**src/hw/rtl/assert_macros.svh**
```systemverilog
// assertion helpers shared by the rtl
`ifndef ASSERT_MACROS_SVH
`define ASSERT_MACROS_SVH

// check under reset gating
`define MLFQ_ASSERT(lbl, clk, rst, prop) \
   lbl: assert property (@(posedge clk) disable iff (rst) prop) \
      else $error("mlfq assertion failed");

// check that also holds during reset
`define MLFQ_ASSERT_ALWAYS(lbl, clk, prop) \
   lbl: assert property (@(posedge clk) prop) \
      else $error("mlfq assertion failed");

`endif

```
**src/hw/rtl/mlfq_pkg.sv**
```systemverilog
package mlfq_pkg;

   localparam int TABLE_ENTRIES_DEF = 64;
   localparam int LEVELS            = 5;

   localparam logic [15:0] QUANTUM_RESET = 16'd10;

   // operation codes
   localparam logic OP_SUBMIT   = 1'b0;
   localparam logic OP_DISPATCH = 1'b1;

   // result status codes
   localparam logic [2:0] STATUS_ACCEPTED = 3'd0;
   localparam logic [2:0] STATUS_FULL     = 3'd1;
   localparam logic [2:0] STATUS_IDLE     = 3'd2;
   localparam logic [2:0] STATUS_PARTIAL  = 3'd3;
   localparam logic [2:0] STATUS_DONE     = 3'd4;

   // level codes
   localparam logic [2:0] LEVEL_RT    = 3'd0;
   localparam logic [2:0] LEVEL_LOW   = 3'd1;
   localparam logic [2:0] LEVEL_MID   = 3'd2;
   localparam logic [2:0] LEVEL_HIGH  = 3'd3;
   localparam logic [2:0] LEVEL_RR    = 3'd4;

   localparam logic signed [8:0] PRIO_STEP = 9'sd10;
   localparam logic signed [8:0] PRIO_CAP  = 9'sd31;

   typedef struct packed {
      logic              op;
      logic [15:0]       id;
      logic signed [7:0] prio;
      logic [15:0]       burst;
      logic [2:0]        band;
   } item_type;

   typedef enum logic [3:0] {
      ST_IDLE,
      ST_DECODE,
      ST_ALLOC_WAIT,
      ST_WRITE,
      ST_FETCH_WAIT,
      ST_PLACE,
      ST_WALK,
      ST_WALK_WAIT,
      ST_LINK,
      ST_LINK_PREV,
      ST_EMIT
   } seq_state_type;

   // priority band to level
   function automatic logic [2:0] band_of(input logic signed [7:0] p);
      logic [2:0] b;
      if (p inside {[-8'sd10:-8'sd1]}) begin
         b = LEVEL_RT;
      end else if (p inside {[8'sd1:8'sd10]}) begin
         b = LEVEL_LOW;
      end else if (p inside {[8'sd11:8'sd20]}) begin
         b = LEVEL_MID;
      end else if (p inside {[8'sd21:8'sd30]}) begin
         b = LEVEL_HIGH;
      end else begin
         b = LEVEL_RR;
      end
      return b;
   endfunction

endpackage

```
**src/hw/rtl/mlfq_front.sv**
```systemverilog
module mlfq_front (
   input  logic                 clock,
   input  logic                 reset,
   input  logic                 req_valid,
   output logic                 req_stall,
   input  logic                 req_operation,
   input  logic [15:0]          req_process_id,
   input  logic signed [7:0]    req_start_priority,
   input  logic [15:0]          req_burst_time,
   output logic                 item_valid,
   output mlfq_pkg::item_type   item,
   input  logic                 item_pop
);

   mlfq_pkg::item_type slot_ff [2];
   logic       wr_ptr_ff, wr_ptr_in;
   logic       rd_ptr_ff, rd_ptr_in;
   logic [1:0] count_ff, count_in;
   logic       push;
   mlfq_pkg::item_type new_item;

   // classify the incoming beat
   always_comb begin
      new_item.op    = req_operation;
      new_item.id    = req_process_id;
      new_item.prio  = req_start_priority;
      new_item.burst = req_burst_time;
      new_item.band  = mlfq_pkg::band_of(req_start_priority);
   end

   assign req_stall  = (count_ff == 2'd2);
   assign push       = req_valid && !req_stall;
   assign item_valid = (count_ff != 2'd0);
   assign item       = slot_ff[rd_ptr_ff];

   // queue pointers
   always_comb begin
      wr_ptr_in = wr_ptr_ff ^ push;
      rd_ptr_in = rd_ptr_ff ^ item_pop;
      count_in  = count_ff + {1'b0, push} - {1'b0, item_pop};
   end

   always_ff @(posedge clock) begin
      if (reset) begin
         wr_ptr_ff <= 1'b0;
         rd_ptr_ff <= 1'b0;
         count_ff  <= 2'd0;
      end else begin
         wr_ptr_ff <= wr_ptr_in;
         rd_ptr_ff <= rd_ptr_in;
         count_ff  <= count_in;
      end
   end

   // queue storage
   always_ff @(posedge clock) begin
      if (push) begin
         slot_ff[wr_ptr_ff] <= new_item;
      end
   end

endmodule

```
**src/hw/rtl/mlfq_back.sv**
```systemverilog
`include "assert_macros.svh"

module mlfq_back #(
   parameter int TABLE_ENTRIES = mlfq_pkg::TABLE_ENTRIES_DEF
) (
   input  logic                 clock,
   input  logic                 reset,
   input  logic                 item_valid,
   input  mlfq_pkg::item_type   item,
   output logic                 item_pop,
   input  logic                 csr_we,
   input  logic [15:0]          csr_wdata,
   output logic                 rsp_valid,
   input  logic                 rsp_stall,
   output logic [2:0]           rsp_status,
   output logic [15:0]          rsp_run_id,
   output logic [2:0]           rsp_level,
   output logic signed [7:0]    rsp_new_priority,
   output logic [15:0]          rsp_work_left,
   output logic [31:0]          rsp_time_now
);

   localparam int IdxW = $clog2(TABLE_ENTRIES);
   localparam int PtrW = IdxW + 1;
   localparam logic [PtrW-1:0] NONE = PtrW'(TABLE_ENTRIES);

   // entry table
   logic [15:0]       id_mem   [TABLE_ENTRIES];
   logic signed [7:0] prio_mem [TABLE_ENTRIES];
   logic [15:0]       rem_mem  [TABLE_ENTRIES];
   logic [PtrW-1:0]   next_mem [TABLE_ENTRIES];

   logic [15:0]       rd_id_ff;
   logic signed [7:0] rd_prio_ff;
   logic [15:0]       rd_rem_ff;
   logic [PtrW-1:0]   rd_next_ff;
   logic [IdxW-1:0]   rd_addr;

   logic              tab_we;
   logic              id_we;
   logic [15:0]       id_wd;
   logic signed [7:0] prio_wd;
   logic [15:0]       rem_wd;
   logic              next_we;
   logic [IdxW-1:0]   next_wa;
   logic [PtrW-1:0]   next_wd;

   // control state
   mlfq_pkg::seq_state_type state_ff, state_in;
   logic [PtrW-1:0] head_ff [mlfq_pkg::LEVELS];
   logic [PtrW-1:0] head_in [mlfq_pkg::LEVELS];
   logic [PtrW-1:0] tail_ff [mlfq_pkg::LEVELS];
   logic [PtrW-1:0] tail_in [mlfq_pkg::LEVELS];
   logic [PtrW-1:0] free_ff, free_in;
   logic [PtrW-1:0] fill_ff, fill_in;
   logic [31:0]     time_ff, time_in;
   logic [15:0]     quantum_ff, quantum_in;
   logic            rsp_valid_ff, rsp_valid_in;

   // working registers
   mlfq_pkg::item_type op_ff, op_in;
   logic [IdxW-1:0]    idx_ff, idx_in;
   logic [2:0]         band_ff, band_in;
   logic signed [7:0]  key_ff, key_in;
   logic [PtrW-1:0]    prev_ff, prev_in;
   logic [PtrW-1:0]    cur_ff, cur_in;
   logic [2:0]         res_status_ff, res_status_in;
   logic [15:0]        res_id_ff, res_id_in;
   logic [2:0]         res_level_ff, res_level_in;
   logic signed [7:0]  res_prio_ff, res_prio_in;
   logic [15:0]        res_left_ff, res_left_in;

   logic [2:0]         rsp_status_ff;
   logic [15:0]        rsp_run_id_ff;
   logic [2:0]         rsp_level_ff;
   logic signed [7:0]  rsp_prio_ff;
   logic [15:0]        rsp_left_ff;
   logic [31:0]        rsp_time_ff;

   logic               found;
   logic [2:0]         pick_lv;
   logic               out_free;
   logic               table_full;
   logic               load_out;
   logic signed [8:0]  bumped;
   logic signed [7:0]  new_prio;

   // first non-empty level
   always_comb begin
      found   = 1'b0;
      pick_lv = mlfq_pkg::LEVEL_RT;
      for (int i = mlfq_pkg::LEVELS - 1; i >= 0; i--) begin
         if (head_ff[i] != NONE) begin
            found   = 1'b1;
            pick_lv = 3'(i);
         end
      end
   end

   assign out_free   = !rsp_valid_ff || !rsp_stall;
   assign table_full = (free_ff == NONE) && (fill_ff == NONE);
   assign bumped     = 9'(rd_prio_ff) + mlfq_pkg::PRIO_STEP;
   assign new_prio   = (bumped > mlfq_pkg::PRIO_CAP) ? 8'(mlfq_pkg::PRIO_CAP) : 8'(bumped);

   // next state
   always_comb begin
      state_in = state_ff;
      case (state_ff)
         mlfq_pkg::ST_IDLE: begin
            if (item_valid) state_in = mlfq_pkg::ST_DECODE;
         end
         mlfq_pkg::ST_DECODE: begin
            if (op_ff.op == mlfq_pkg::OP_SUBMIT) begin
               if (table_full) state_in = mlfq_pkg::ST_EMIT;
               else if (free_ff != NONE) state_in = mlfq_pkg::ST_ALLOC_WAIT;
               else state_in = mlfq_pkg::ST_WRITE;
            end else begin
               if (found) state_in = mlfq_pkg::ST_FETCH_WAIT;
               else state_in = mlfq_pkg::ST_EMIT;
            end
         end
         mlfq_pkg::ST_ALLOC_WAIT: state_in = mlfq_pkg::ST_WRITE;
         mlfq_pkg::ST_WRITE:      state_in = mlfq_pkg::ST_PLACE;
         mlfq_pkg::ST_FETCH_WAIT: begin
            if (band_ff != mlfq_pkg::LEVEL_RT && rd_rem_ff > quantum_ff) begin
               state_in = mlfq_pkg::ST_PLACE;
            end else begin
               state_in = mlfq_pkg::ST_EMIT;
            end
         end
         mlfq_pkg::ST_PLACE: begin
            if (band_ff == mlfq_pkg::LEVEL_RT || band_ff == mlfq_pkg::LEVEL_RR) begin
               state_in = mlfq_pkg::ST_LINK;
            end else begin
               state_in = mlfq_pkg::ST_WALK;
            end
         end
         mlfq_pkg::ST_WALK: begin
            if (cur_ff == NONE) state_in = mlfq_pkg::ST_LINK;
            else state_in = mlfq_pkg::ST_WALK_WAIT;
         end
         mlfq_pkg::ST_WALK_WAIT: begin
            if (rd_prio_ff <= key_ff) state_in = mlfq_pkg::ST_WALK;
            else state_in = mlfq_pkg::ST_LINK;
         end
         mlfq_pkg::ST_LINK: begin
            if (prev_ff == NONE) state_in = mlfq_pkg::ST_EMIT;
            else state_in = mlfq_pkg::ST_LINK_PREV;
         end
         mlfq_pkg::ST_LINK_PREV: state_in = mlfq_pkg::ST_EMIT;
         mlfq_pkg::ST_EMIT: begin
            if (out_free) state_in = mlfq_pkg::ST_IDLE;
         end
         default: state_in = mlfq_pkg::ST_IDLE;
      endcase
   end

   // datapath and table control
   always_comb begin
      head_in       = head_ff;
      tail_in       = tail_ff;
      free_in       = free_ff;
      fill_in       = fill_ff;
      time_in       = time_ff;
      quantum_in    = csr_we ? csr_wdata : quantum_ff;
      op_in         = op_ff;
      idx_in        = idx_ff;
      band_in       = band_ff;
      key_in        = key_ff;
      prev_in       = prev_ff;
      cur_in        = cur_ff;
      res_status_in = res_status_ff;
      res_id_in     = res_id_ff;
      res_level_in  = res_level_ff;
      res_prio_in   = res_prio_ff;
      res_left_in   = res_left_ff;
      item_pop      = 1'b0;
      load_out      = 1'b0;
      rd_addr       = cur_ff[IdxW-1:0];
      tab_we        = 1'b0;
      id_we         = 1'b0;
      id_wd         = op_ff.id;
      prio_wd       = op_ff.prio;
      rem_wd        = op_ff.burst;
      next_we       = 1'b0;
      next_wa       = idx_ff;
      next_wd       = cur_ff;
      case (state_ff)
         mlfq_pkg::ST_IDLE: begin
            if (item_valid) begin
               item_pop = 1'b1;
               op_in    = item;
            end
         end
         mlfq_pkg::ST_DECODE: begin
            if (op_ff.op == mlfq_pkg::OP_SUBMIT) begin
               band_in       = op_ff.band;
               key_in        = op_ff.prio;
               res_status_in = table_full ? mlfq_pkg::STATUS_FULL
                                          : mlfq_pkg::STATUS_ACCEPTED;
               res_id_in     = op_ff.id;
               res_level_in  = op_ff.band;
               res_prio_in   = op_ff.prio;
               res_left_in   = op_ff.burst;
               if (!table_full) begin
                  if (free_ff != NONE) begin
                     idx_in  = free_ff[IdxW-1:0];
                     rd_addr = free_ff[IdxW-1:0];
                  end else begin
                     idx_in  = fill_ff[IdxW-1:0];
                     fill_in = fill_ff + 1'b1;
                  end
               end
            end else if (found) begin
               band_in = pick_lv;
               idx_in  = head_ff[pick_lv][IdxW-1:0];
               rd_addr = head_ff[pick_lv][IdxW-1:0];
            end else begin
               time_in       = time_ff + 32'd1;
               res_status_in = mlfq_pkg::STATUS_IDLE;
               res_id_in     = '0;
               res_level_in  = mlfq_pkg::LEVEL_RT;
               res_prio_in   = '0;
               res_left_in   = '0;
            end
         end
         mlfq_pkg::ST_ALLOC_WAIT: begin
            free_in = rd_next_ff;
         end
         mlfq_pkg::ST_WRITE: begin
            tab_we = 1'b1;
            id_we  = 1'b1;
         end
         mlfq_pkg::ST_FETCH_WAIT: begin
            // unlink the head
            head_in[band_ff] = rd_next_ff;
            if (rd_next_ff == NONE) tail_in[band_ff] = NONE;
            res_id_in    = rd_id_ff;
            res_level_in = band_ff;
            if (band_ff != mlfq_pkg::LEVEL_RT && rd_rem_ff > quantum_ff) begin
               time_in       = time_ff + 32'(quantum_ff);
               rem_wd        = rd_rem_ff - quantum_ff;
               prio_wd       = (band_ff == mlfq_pkg::LEVEL_RR) ? rd_prio_ff : new_prio;
               tab_we        = 1'b1;
               key_in        = prio_wd;
               band_in       = mlfq_pkg::band_of(prio_wd);
               res_status_in = mlfq_pkg::STATUS_PARTIAL;
               res_prio_in   = prio_wd;
               res_left_in   = rem_wd;
            end else begin
               // completed, back onto the free chain
               time_in       = time_ff + 32'(rd_rem_ff);
               rem_wd        = '0;
               prio_wd       = rd_prio_ff;
               tab_we        = 1'b1;
               next_we       = 1'b1;
               next_wd       = free_ff;
               free_in       = {1'b0, idx_ff};
               res_status_in = mlfq_pkg::STATUS_DONE;
               res_prio_in   = rd_prio_ff;
               res_left_in   = '0;
            end
         end
         mlfq_pkg::ST_PLACE: begin
            if (band_ff == mlfq_pkg::LEVEL_RT || band_ff == mlfq_pkg::LEVEL_RR) begin
               prev_in = tail_ff[band_ff];
               cur_in  = NONE;
            end else begin
               prev_in = NONE;
               cur_in  = head_ff[band_ff];
            end
         end
         mlfq_pkg::ST_WALK: begin
            rd_addr = cur_ff[IdxW-1:0];
         end
         mlfq_pkg::ST_WALK_WAIT: begin
            if (rd_prio_ff <= key_ff) begin
               prev_in = cur_ff;
               cur_in  = rd_next_ff;
            end
         end
         mlfq_pkg::ST_LINK: begin
            next_we = 1'b1;
            next_wd = cur_ff;
            if (cur_ff == NONE) tail_in[band_ff] = {1'b0, idx_ff};
            if (prev_ff == NONE) head_in[band_ff] = {1'b0, idx_ff};
         end
         mlfq_pkg::ST_LINK_PREV: begin
            next_we = 1'b1;
            next_wa = prev_ff[IdxW-1:0];
            next_wd = {1'b0, idx_ff};
         end
         mlfq_pkg::ST_EMIT: begin
            load_out = out_free;
         end
         default: begin
         end
      endcase
   end

   // output slot handshake
   always_comb begin
      rsp_valid_in = rsp_valid_ff;
      if (load_out) rsp_valid_in = 1'b1;
      else if (!rsp_stall) rsp_valid_in = 1'b0;
   end

   always_ff @(posedge clock) begin
      if (reset) begin
         state_ff     <= mlfq_pkg::ST_IDLE;
         head_ff      <= '{default: NONE};
         tail_ff      <= '{default: NONE};
         free_ff      <= NONE;
         fill_ff      <= '0;
         time_ff      <= '0;
         quantum_ff   <= mlfq_pkg::QUANTUM_RESET;
         rsp_valid_ff <= 1'b0;
      end else begin
         state_ff     <= state_in;
         head_ff      <= head_in;
         tail_ff      <= tail_in;
         free_ff      <= free_in;
         fill_ff      <= fill_in;
         time_ff      <= time_in;
         quantum_ff   <= quantum_in;
         rsp_valid_ff <= rsp_valid_in;
      end
   end

   // working and result registers
   always_ff @(posedge clock) begin
      op_ff         <= op_in;
      idx_ff        <= idx_in;
      band_ff       <= band_in;
      key_ff        <= key_in;
      prev_ff       <= prev_in;
      cur_ff        <= cur_in;
      res_status_ff <= res_status_in;
      res_id_ff     <= res_id_in;
      res_level_ff  <= res_level_in;
      res_prio_ff   <= res_prio_in;
      res_left_ff   <= res_left_in;
      if (load_out) begin
         rsp_status_ff <= res_status_ff;
         rsp_run_id_ff <= res_id_ff;
         rsp_level_ff  <= res_level_ff;
         rsp_prio_ff   <= res_prio_ff;
         rsp_left_ff   <= res_left_ff;
         rsp_time_ff   <= time_ff;
      end
   end

   // entry table ports
   always_ff @(posedge clock) begin
      if (id_we) id_mem[idx_ff] <= id_wd;
      if (tab_we) begin
         prio_mem[idx_ff] <= prio_wd;
         rem_mem[idx_ff]  <= rem_wd;
      end
      if (next_we) next_mem[next_wa] <= next_wd;
      rd_id_ff   <= id_mem[rd_addr];
      rd_prio_ff <= prio_mem[rd_addr];
      rd_rem_ff  <= rem_mem[rd_addr];
      rd_next_ff <= next_mem[rd_addr];
   end

   assign rsp_valid        = rsp_valid_ff;
   assign rsp_status       = rsp_status_ff;
   assign rsp_run_id       = rsp_run_id_ff;
   assign rsp_level        = rsp_level_ff;
   assign rsp_new_priority = rsp_prio_ff;
   assign rsp_work_left    = rsp_left_ff;
   assign rsp_time_now     = rsp_time_ff;

   `MLFQ_ASSERT(a_pop_only_idle, clock, reset, item_pop |-> state_ff == mlfq_pkg::ST_IDLE)
   `MLFQ_ASSERT(a_beat_from_emit, clock, reset, $rose(rsp_valid_ff) |-> $past(state_ff) == mlfq_pkg::ST_EMIT)
   `MLFQ_ASSERT(a_fill_bound, clock, reset, fill_ff <= NONE)
   `MLFQ_ASSERT_ALWAYS(a_rt_head_tail, clock, reset || ((head_ff[0] == NONE) == (tail_ff[0] == NONE)))

endmodule

```
**src/hw/rtl/multilevel_feedback_queue_scheduler_top.sv**
```systemverilog
// Five-level feedback queue scheduler over a table of TABLE_ENTRIES process entries kept
// in linked lists. A two-beat input queue takes requests while the sequencer works, and a
// result register holds the finished beat while the next request is taken in. One request
// occupies the sequencer through decode, table access and, when it places an entry into a
// priority-ordered level, a walk past the entries ahead of it; the result may also wait on
// a stall. The walk reads one entry at a time through the single read port of the entry
// table. No clearing pass is needed after reset: unused entries are handed out by a fill
// counter.
module multilevel_feedback_queue_scheduler_top #(
   parameter int TABLE_ENTRIES = mlfq_pkg::TABLE_ENTRIES_DEF
) (
   input  logic              clock,
   input  logic              reset,
   input  logic              req_valid,
   output logic              req_stall,
   input  logic              req_operation,
   input  logic [15:0]       req_process_id,
   input  logic signed [7:0] req_start_priority,
   input  logic [15:0]       req_burst_time,
   input  logic              csr_we,
   input  logic [15:0]       csr_wdata,
   output logic              rsp_valid,
   input  logic              rsp_stall,
   output logic [2:0]        rsp_status,
   output logic [15:0]       rsp_run_id,
   output logic [2:0]        rsp_level,
   output logic signed [7:0] rsp_new_priority,
   output logic [15:0]       rsp_work_left,
   output logic [31:0]       rsp_time_now
);

   logic               item_valid;
   logic               item_pop;
   mlfq_pkg::item_type item;

   // request queue and classifier
   mlfq_front u_front (
      .clock              (clock),
      .reset              (reset),
      .req_valid          (req_valid),
      .req_stall          (req_stall),
      .req_operation      (req_operation),
      .req_process_id     (req_process_id),
      .req_start_priority (req_start_priority),
      .req_burst_time     (req_burst_time),
      .item_valid         (item_valid),
      .item               (item),
      .item_pop           (item_pop)
   );

   // table sequencer
   mlfq_back #(
      .TABLE_ENTRIES (TABLE_ENTRIES)
   ) u_back (
      .clock            (clock),
      .reset            (reset),
      .item_valid       (item_valid),
      .item             (item),
      .item_pop         (item_pop),
      .csr_we           (csr_we),
      .csr_wdata        (csr_wdata),
      .rsp_valid        (rsp_valid),
      .rsp_stall        (rsp_stall),
      .rsp_status       (rsp_status),
      .rsp_run_id       (rsp_run_id),
      .rsp_level        (rsp_level),
      .rsp_new_priority (rsp_new_priority),
      .rsp_work_left    (rsp_work_left),
      .rsp_time_now     (rsp_time_now)
   );

endmodule

```
**config.mk**
```make
export PLATFORM = sky130hd
export DESIGN_NAME = multilevel_feedback_queue_scheduler_top
export DESIGN_NICKNAME = d
export VERILOG_FILES = /design/src/hw/rtl/mlfq_pkg.sv /design/src/hw/rtl/mlfq_front.sv /design/src/hw/rtl/mlfq_back.sv /design/src/hw/rtl/multilevel_feedback_queue_scheduler_top.sv
export VERILOG_INCLUDE_DIRS = /design/src /design/src/hw/rtl
export SDC_FILE = /design/constraint.sdc
export NUM_CORES = 2
export LEC_CHECK = 0
export BUFFER_PORTS_ARGS = -buffer_cell sky130_fd_sc_hd__clkbuf_2
export CORE_UTILIZATION = 39
export CTS_CLUSTER_DIAMETER = 120
export CTS_CLUSTER_SIZE = 16
export DETAILED_ROUTE_END_ITERATION = 8
export PLACE_DENSITY = 0.53
export SETUP_SLACK_MARGIN = 0.2
export SLEW_MARGIN = 20
export SYNTH_ARGS = -nofsm -noshare
export SYNTH_HDL_FRONTEND = slang
export SYNTH_SLANG_ARGS = --single-unit
export TNS_END_PERCENT = 30
```
**constraint.sdc**
```tcl
create_clock -name clock -period 10.8 [get_ports clock]
set_input_delay 0 -clock clock [delete_from_list [all_inputs] [get_ports clock]]
set_output_delay 0 -clock clock [all_outputs]
set_load 0.05 [all_outputs]
```
== After elaboration in Yosys (flattened, before gate mapping) ==
Memories as Yosys holds them, arrays and structs flattened. A register that Yosys moved wholly into a read port is not among the register bits.
Cells that the tools add are included.

* RAM bits: 3096
* Bits in registers: 296
* Memories kept: 5
* Logic and storage cells: 277

{| class="wikitable"
|+ Memory list
! memory !! depth !! bits a word !! rd ports !! clocked after Yosys merged registers in !! write ports !! RTL line !! source
|-
| u_back.id_mem || 64 || 16 || 1 || 1 || 1 || mlfq_back.sv:28 || <nowiki>logic [15:0] id_mem [TABLE_ENTRIES];</nowiki>
|-
| u_back.rem_mem || 64 || 16 || 1 || 1 || 1 || mlfq_back.sv:30 || <nowiki>logic [15:0] rem_mem [TABLE_ENTRIES];</nowiki>
|-
| u_back.prio_mem || 64 || 8 || 1 || 1 || 1 || mlfq_back.sv:29 || <nowiki>logic signed [7:0] prio_mem [TABLE_ENTRIES];</nowiki>
|-
| u_back.next_mem || 64 || 7 || 1 || 1 || 1 || mlfq_back.sv:31 || <nowiki>logic [PtrW-1:0] next_mem [TABLE_ENTRIES];</nowiki>
|-
| u_front.slot_ff || 2 || 44 || 1 || 1 || 1 || mlfq_front.sv:15 || <nowiki>mlfq_pkg::item_type slot_ff [2];</nowiki>
|}

* Multiplexer cells: 119
* Order comparisons: 22
* Reduce and logical (&&, ||, !) cells: 39
* Bitwise operators: 10
* Add/sub/neg operators: 8
* Equal/unequal tests: 39

{| class="wikitable"
|+ Operators by type and width
! operator !! count
|-
| one-hot mux 35 bit (2 select lines) || 2
|-
| bitwise mux 35 bit || 3
|-
| two-way mux 35 bit || 3
|-
| two-way mux 32 bit || 3
|-
| two-way mux 16 bit || 5
|-
| two-way mux 7 bit || 11
|-
| two-way mux 6 bit || 12
|-
| adder 32 x 16 -> 32 bit || 2
|-
| two-way mux 8 bit || 8
|-
| one-hot mux 16 bit (2 select lines) || 2
|-
| one-hot mux 32 bit (2 select lines) || 1
|-
| binary-select mux 7 bit (select 3 bit) || 3
|-
| two-way mux 3 bit || 21
|-
| one-hot mux 7 bit (2 select lines) || 4
|-
| one-hot mux 4 bit (11 select lines) || 1
|-
| inequality test 7 bit (second input constant) || 6
|-
| two-way mux 4 bit || 9
|-
| == test 7 bit (second input constant) || 5
|-
| adder 32 x 1 -> 32 bit (second input constant) || 1
|-
| greater-or-equal comparator 8 x 5 -> 1 bit (second input constant) || 4
|-
| less-or-equal comparator 8 x 6 -> 1 bit (second input constant) || 4
|-
| one-hot mux 8 bit (2 select lines) || 2
|-
| AND 30 bit || 1
|-
| NOT 30 bit || 1
|-
| other kinds (43) || 123
|}

== Logic depth before layout (Yosys ltp) ==
* Word-level depth: 13
* Depth in mapped cells: 28

== Modules after synthesis ==
Synthesis repeated with hierarchy kept, for this count alone.

* Cells, all modules: 10692
* Area, all modules: 140335.8 µm²

{| class="wikitable"
|+ By module, submodules not included
! module !! cells an instance !! times used !! seq. area each (µm²) !! area each (µm²)
|-
| mlfq_back || 10516 || 1 || 99565.5 || 136825.0
|-
| mlfq_front || 176 || 1 || 2722.6 || 3510.9
|}

== Worst setup path after synthesis ==
No wires, ideal clock.

* Kind: register to register
* Start point: register u_back.quantum_ff[0]
* End point: memory u_back.prio_mem[0][7], data pin
* Stages on the path, launching flop included: 14
* Required time: 10.098 ns
* Clock period less this slack: 6.197 ns
* Data arrival time: 5.495 ns
* Setup slack: 4.603 ns
* Cell sequence: dfxtp_1 ha_1 inv_1 fa_1 a21o_1 a21oi_1 o21ai_0 a2111oi_0 o31ai_1 a221o_1 nand2_1 clkbuf_1 o31ai_1 o21ai_0

* Word-level cells in the longest chain between the ends: 4

{| class="wikitable"
|+ RTL lines
! element !! RTL line !! source
|-
| from (decl) || mlfq_back.sv:57 || <nowiki>logic [15:0] quantum_ff, quantum_in;</nowiki>
|-
| from (signal assigned) || mlfq_back.sv:316 || <nowiki>quantum_ff <= mlfq_pkg::QUANTUM_RESET;</nowiki>
|-
| from (signal assigned) || mlfq_back.sv:325 || <nowiki>quantum_ff <= quantum_in;</nowiki>
|-
| greater-than comparator 16 bit || mlfq_back.sv:240 || <nowiki>if (band_ff != mlfq_pkg::LEVEL_RT && rd_rem_ff > quantum_ff) begin</nowiki>
|-
| logical AND 1 bit || mlfq_back.sv:240 ||
|-
| two-way mux 8 bit || mlfq_back.sv:240 ||
|-
| two-way mux 8 bit || mlfq_back.sv:188 || <nowiki>case (state_ff)</nowiki>
|-
| net u_back.prio_wd[7] || mlfq_back.sv:42 || <nowiki>logic signed [7:0] prio_wd;</nowiki>
|-
| to (decl) || mlfq_back.sv:29 ||
|}

The timed path passes the listed nets, and every way through them passes these cells.

== Worst setup path in the final report ==
* Start point: register u_back.op_ff[43] (netlist name)
* End point: register u_back.rd_rem_ff[0], read port of u_back.rem_mem

* Word-level cells in the longest chain between the ends: 2

{| class="wikitable"
|+ RTL lines
! element !! RTL line !! source
|-
| from (decl) || mlfq_back.sv:61 || <nowiki>mlfq_pkg::item_type op_ff, op_in;</nowiki>
|-
| from (signal assigned) || mlfq_back.sv:332 || <nowiki>op_ff <= op_in;</nowiki>
|-
| two-way mux 6 bit || mlfq_back.sv:196 || <nowiki>if (op_ff.op == mlfq_pkg::OP_SUBMIT) begin</nowiki>
|-
| two-way mux 6 bit || mlfq_back.sv:188 ||
|-
| to (decl) || mlfq_back.sv:35 || <nowiki>logic [15:0] rd_rem_ff;</nowiki>
|}

Every way passes these cells.
A chain may end at the register's enable or synchronous reset.

==> impl_metrics.ini <==
[drt]
drtAntennaViolNets = 0
num_vias = 71680
firstDrtPassIters = 6
wl_per_cell_um = 32.41
drt_iter0_markers = 9182
drc = 0
viasPerCell = 5.867
finalWirelength_mm = 396.0

[critical_path]
ff2ff_setup_slack_ps = 3360
cp-startpoint = u_back.op_ff[43]$_DFFE_PP_
cp-end-kind = flop
slowest_delay_ps = 1030
path_buf_inv = 3
cp.depth = 11
worstPathArrival_ps = 8210
path_cells = clkinv_1 > or4_1 > o211ai_1 > o2bb2ai_4 > buf_4 > nor2_1 > nand2_2 > buf_4 > o22ai_1 > nor4_1 > and3_1
crit_end = u_back.rd_rem_ff[0]$_DFF_P_
reg2regPathDepth = 11
start_kind = flop
cp_top_family = simple AND/OR/NAND/NOR gates
r2r_start = u_back.op_ff[43]$_DFFE_PP_
crit_slowest_cell = clkinv_1
cp_max_fo = 28
worstReg2RegEnd = u_back.rd_rem_ff[0]$_DFF_P_
cp.required_ps = 11570
crit_top_cell = buf_4
path_class = reg2reg

[clock_network]
cts_buffers = 238
cts_num_sinks = 3462
ctsLongestPathBuffers = 4
cts-resized-gates = 0
insertion_delay_ps = 960
htree_levels = 4
cts_tree = done
clk_root_buffer_cell = clkbuf_16
clk_pin_slew_ps = 80

[sta]
finalHoldViolCount = 0
finClkSkew_ps = 57.70
setup_viol = 0
min_period_ps = 7435
fin_hold_ws_ps = 64.12
setup_tns_ps = 0
fmax_mhz = 134.5
finalCritPeriodShare_pct = 68.84
slew_headroom_pct = 11.59
drv_slew = 0
tightestPinTransition_ps = 1314
rsz0062_at_grt = false

[status]
status = complete, no violations

[floorplanning]
coreArea_sq_um = 343000
die_area_sq_um = 347200
io_pins = 142
initial_core_util_pct = 39.21
die_h_um = 589.2
die_width_um = 589.2
rows = 215

[place]
io_buffers = 141
placed_area_sq_um = 141700
place_hpwl_mm = 239.5
gp_congestion = 0.8718

[min_path]
hp-class = in2reg
holdCritStartpoint = reset

[global_routing]
antenna_found_initial = 28
grt.overflow.total = 0
grt_pass1_wl_mm = 552.1
grt_usage_pct = 22.41
grt_pass1_vias = 69540
grt_start_max_net_pins = 109

[yosys]
syn_area_per_cell_sq_um = 18.99
yosys_warnings = 0
async_flop_share_pct = 0
synthFlopType = edfxtp_1
yosys_register_bits = 3462
ys_types = 82
synthCells = 7080
synth_nets = 7192
synth-edff-count = 3295
ys_seq_area_share_pct = 76.06
syn-cell-area_sq_um = 134500

[pwr]
p_seq_share_pct = 42.9
power.total_w = 0.03986
p_leak_nw = 47.06
comb_power_share_pct = 35.4
p_int_w = 0.02553
peakVddDrop_uv = 249.9
power_density_nw_per_um2 = 265.6
p_sw_w = 0.01433
pwr-share-clk_pct = 21.7
swShare_pct = 35.95

[finish]
nets = 7602
utilization_pct = 43.75
drive_gt1_share_pct = 20.33
final_area_sq_um = 150100
area_growth_pct = 11.59

[job]
maxCapViolCount = 0
[cell families (layout without fill, tap and decap cells)]
family / Yosys count / count (layout) / share of synthesized area [%]
adders and majority gates: 50 / 50 / 0.4764
buffers and inverters: 443 / 1010 / 1.698
other: 0 / 14 / 0
and+or+nand+nor: 1441 / 1441 / 4.770
AOI/OAI and AO/OA: 767 / 767 / 3.864
DFF: 3462 / 3462 / 76.06
muxes: 872 / 872 / 12.83
xor gates and xnor gates: 45 / 45 / 0.2931
[tightest hold or removal path, delay by kind of cell]
| kind | cells | cell delay [ps] |
|---|---|---|
| buf+inv | 2 | 810 |
| simple gates | 1 | 140 |
[cell usage in the layout (no fill, tap or decap), drive strengths merged, types with 25 or more instances in the layout]
cell	n
nor3	29
a22oi	62
and3	60
o22ai	118
nor4	25
mux2i	138
a31oi	37
o21ai	134
dlygate4sd3	153
a21oi	131
edfxtp	3295
buf	257
a221oi	54
mux4	676
clkbuf	527
nand3	164
a211oi	46
nor2	426
dfxtp	167
inv	61
nand2	580
ha	48
mux2	58
a32oi	29
[power by group through the flow]
stage                     combinational, W  clock [W]  sequential [W]
final                               0.0141    0.00867          0.0171
after global routing                0.0149    0.00926          0.0171
after CTS                           0.0141    0.00885          0.0171
after detailed placement            0.0141          0          0.0174
after global placement              0.0139          0          0.0174
after floorplan                    0.00858          0          0.0173
[cell type report]
class                   instances  area (sq um)
diodes                         14         35.03
clock buffers                 387          6600
clock inverters                10         156.4
fillers                     29520        192900
inverters                      63         244.0
multi-input cells            3175         30660
flip-flops and latches       3462        102300
well taps                    4557          5702
repair buffers                550          4369
[state kept, by name (all words and copies together), names as in the netlist, 14 cells and up]
register	count
u_front.slot_ff	88
u_back.rsp_work_left	16
u_back.id_mem	1024
u_back.head_ff	35
u_back.rem_mem	1024
u_back.next_mem	448
u_back.quantum_ff	16
u_back.prio_mem	512
u_back.tail_ff	14
u_back.rsp_run_id	16
u_back.op_ff	28
u_back.res_id_ff	16
u_back.rsp_time_now	32
u_back.time_ff	32
u_back.res_left_ff	16
u_back.rd_rem_ff	16
u_back.rd_id_ff	16
u_back.id_wd	16
[worst min path at each step]
stage | endpoint | cells past startpoint | slack, ps
2_1_floorplan | u_front.slot_ff[0][10]$_DFFE_PP_ | 0 | 100
3_3_place_gp | u_front.slot_ff[0][42]$_DFFE_PP_ | 1 | 190
3_5_place_dp | u_front.slot_ff[0][42]$_DFFE_PP_ | 1 | 200
4_1_cts | u_back.time_ff[16]$_SDFFE_PP0P_ | 3 | 0.6
5_1_grt | u_front.count_ff[1]$_SDFF_PP0_ | 3 | 50
6_report | u_back.time_ff[16]$_SDFFE_PP0P_ | 3 | 60
[per-stage QoR]
step | setup WS (ps) | instances
floorplan | 4603 | 7080
global placement | 3855 | 11650
detailed placement | 3654 | 11650
CTS | 3612 | 12200
global route | 3301 | 12210
finish | 3365 | 12220
[synth_stat cells (all sizes together), types with 29 or more instances]
| cell | n | area (sq um) |
|---|---|---|
| a21oi | 131 | 655.6 |
| dfxtp | 167 | 3343 |
| mux2 | 58 | 653.1 |
| edfxtp | 3295 | 98940 |
| nand3 | 164 | 820.8 |
| and3 | 60 | 375.4 |
| nor3 | 29 | 145.1 |
| a32oi | 29 | 254.0 |
| mux4 | 676 | 15220 |
| clkbuf | 169 | 634.4 |
| o22ai | 118 | 738.2 |
| a31oi | 37 | 231.5 |
| a22oi | 62 | 465.5 |
| nand2 | 580 | 2177 |
| buf | 211 | 1413 |
| mux2i | 138 | 1381 |
| inv | 62 | 232.7 |
| o21ai | 134 | 674.4 |
| a211oi | 46 | 350.3 |
| nor2 | 426 | 1604 |
| a221oi | 54 | 473.0 |
| ha | 48 | 600.6 |
[layer usage]
metal / wire [um] / track usage [%] / vias up
met5: 74 / 0 / -
met4: 8774 / 4.821 / 12
met3: 32480 / 3.576 / 455
met2: 183700 / 35.14 / 3171
met1: 171000 / 33.06 / 38600
li1: - / - / 29440
[what timing repair did]
| action | in CTS | in global routing |
|---|---|---|
| buffers inserted | 0 | 0 |
| hold endpoints to repair | 245 | 0 |
| setup endpoints to repair | 0 | 0 |
| hold buffers | 153 | 0 |
(Power assumes the default switching activity.)
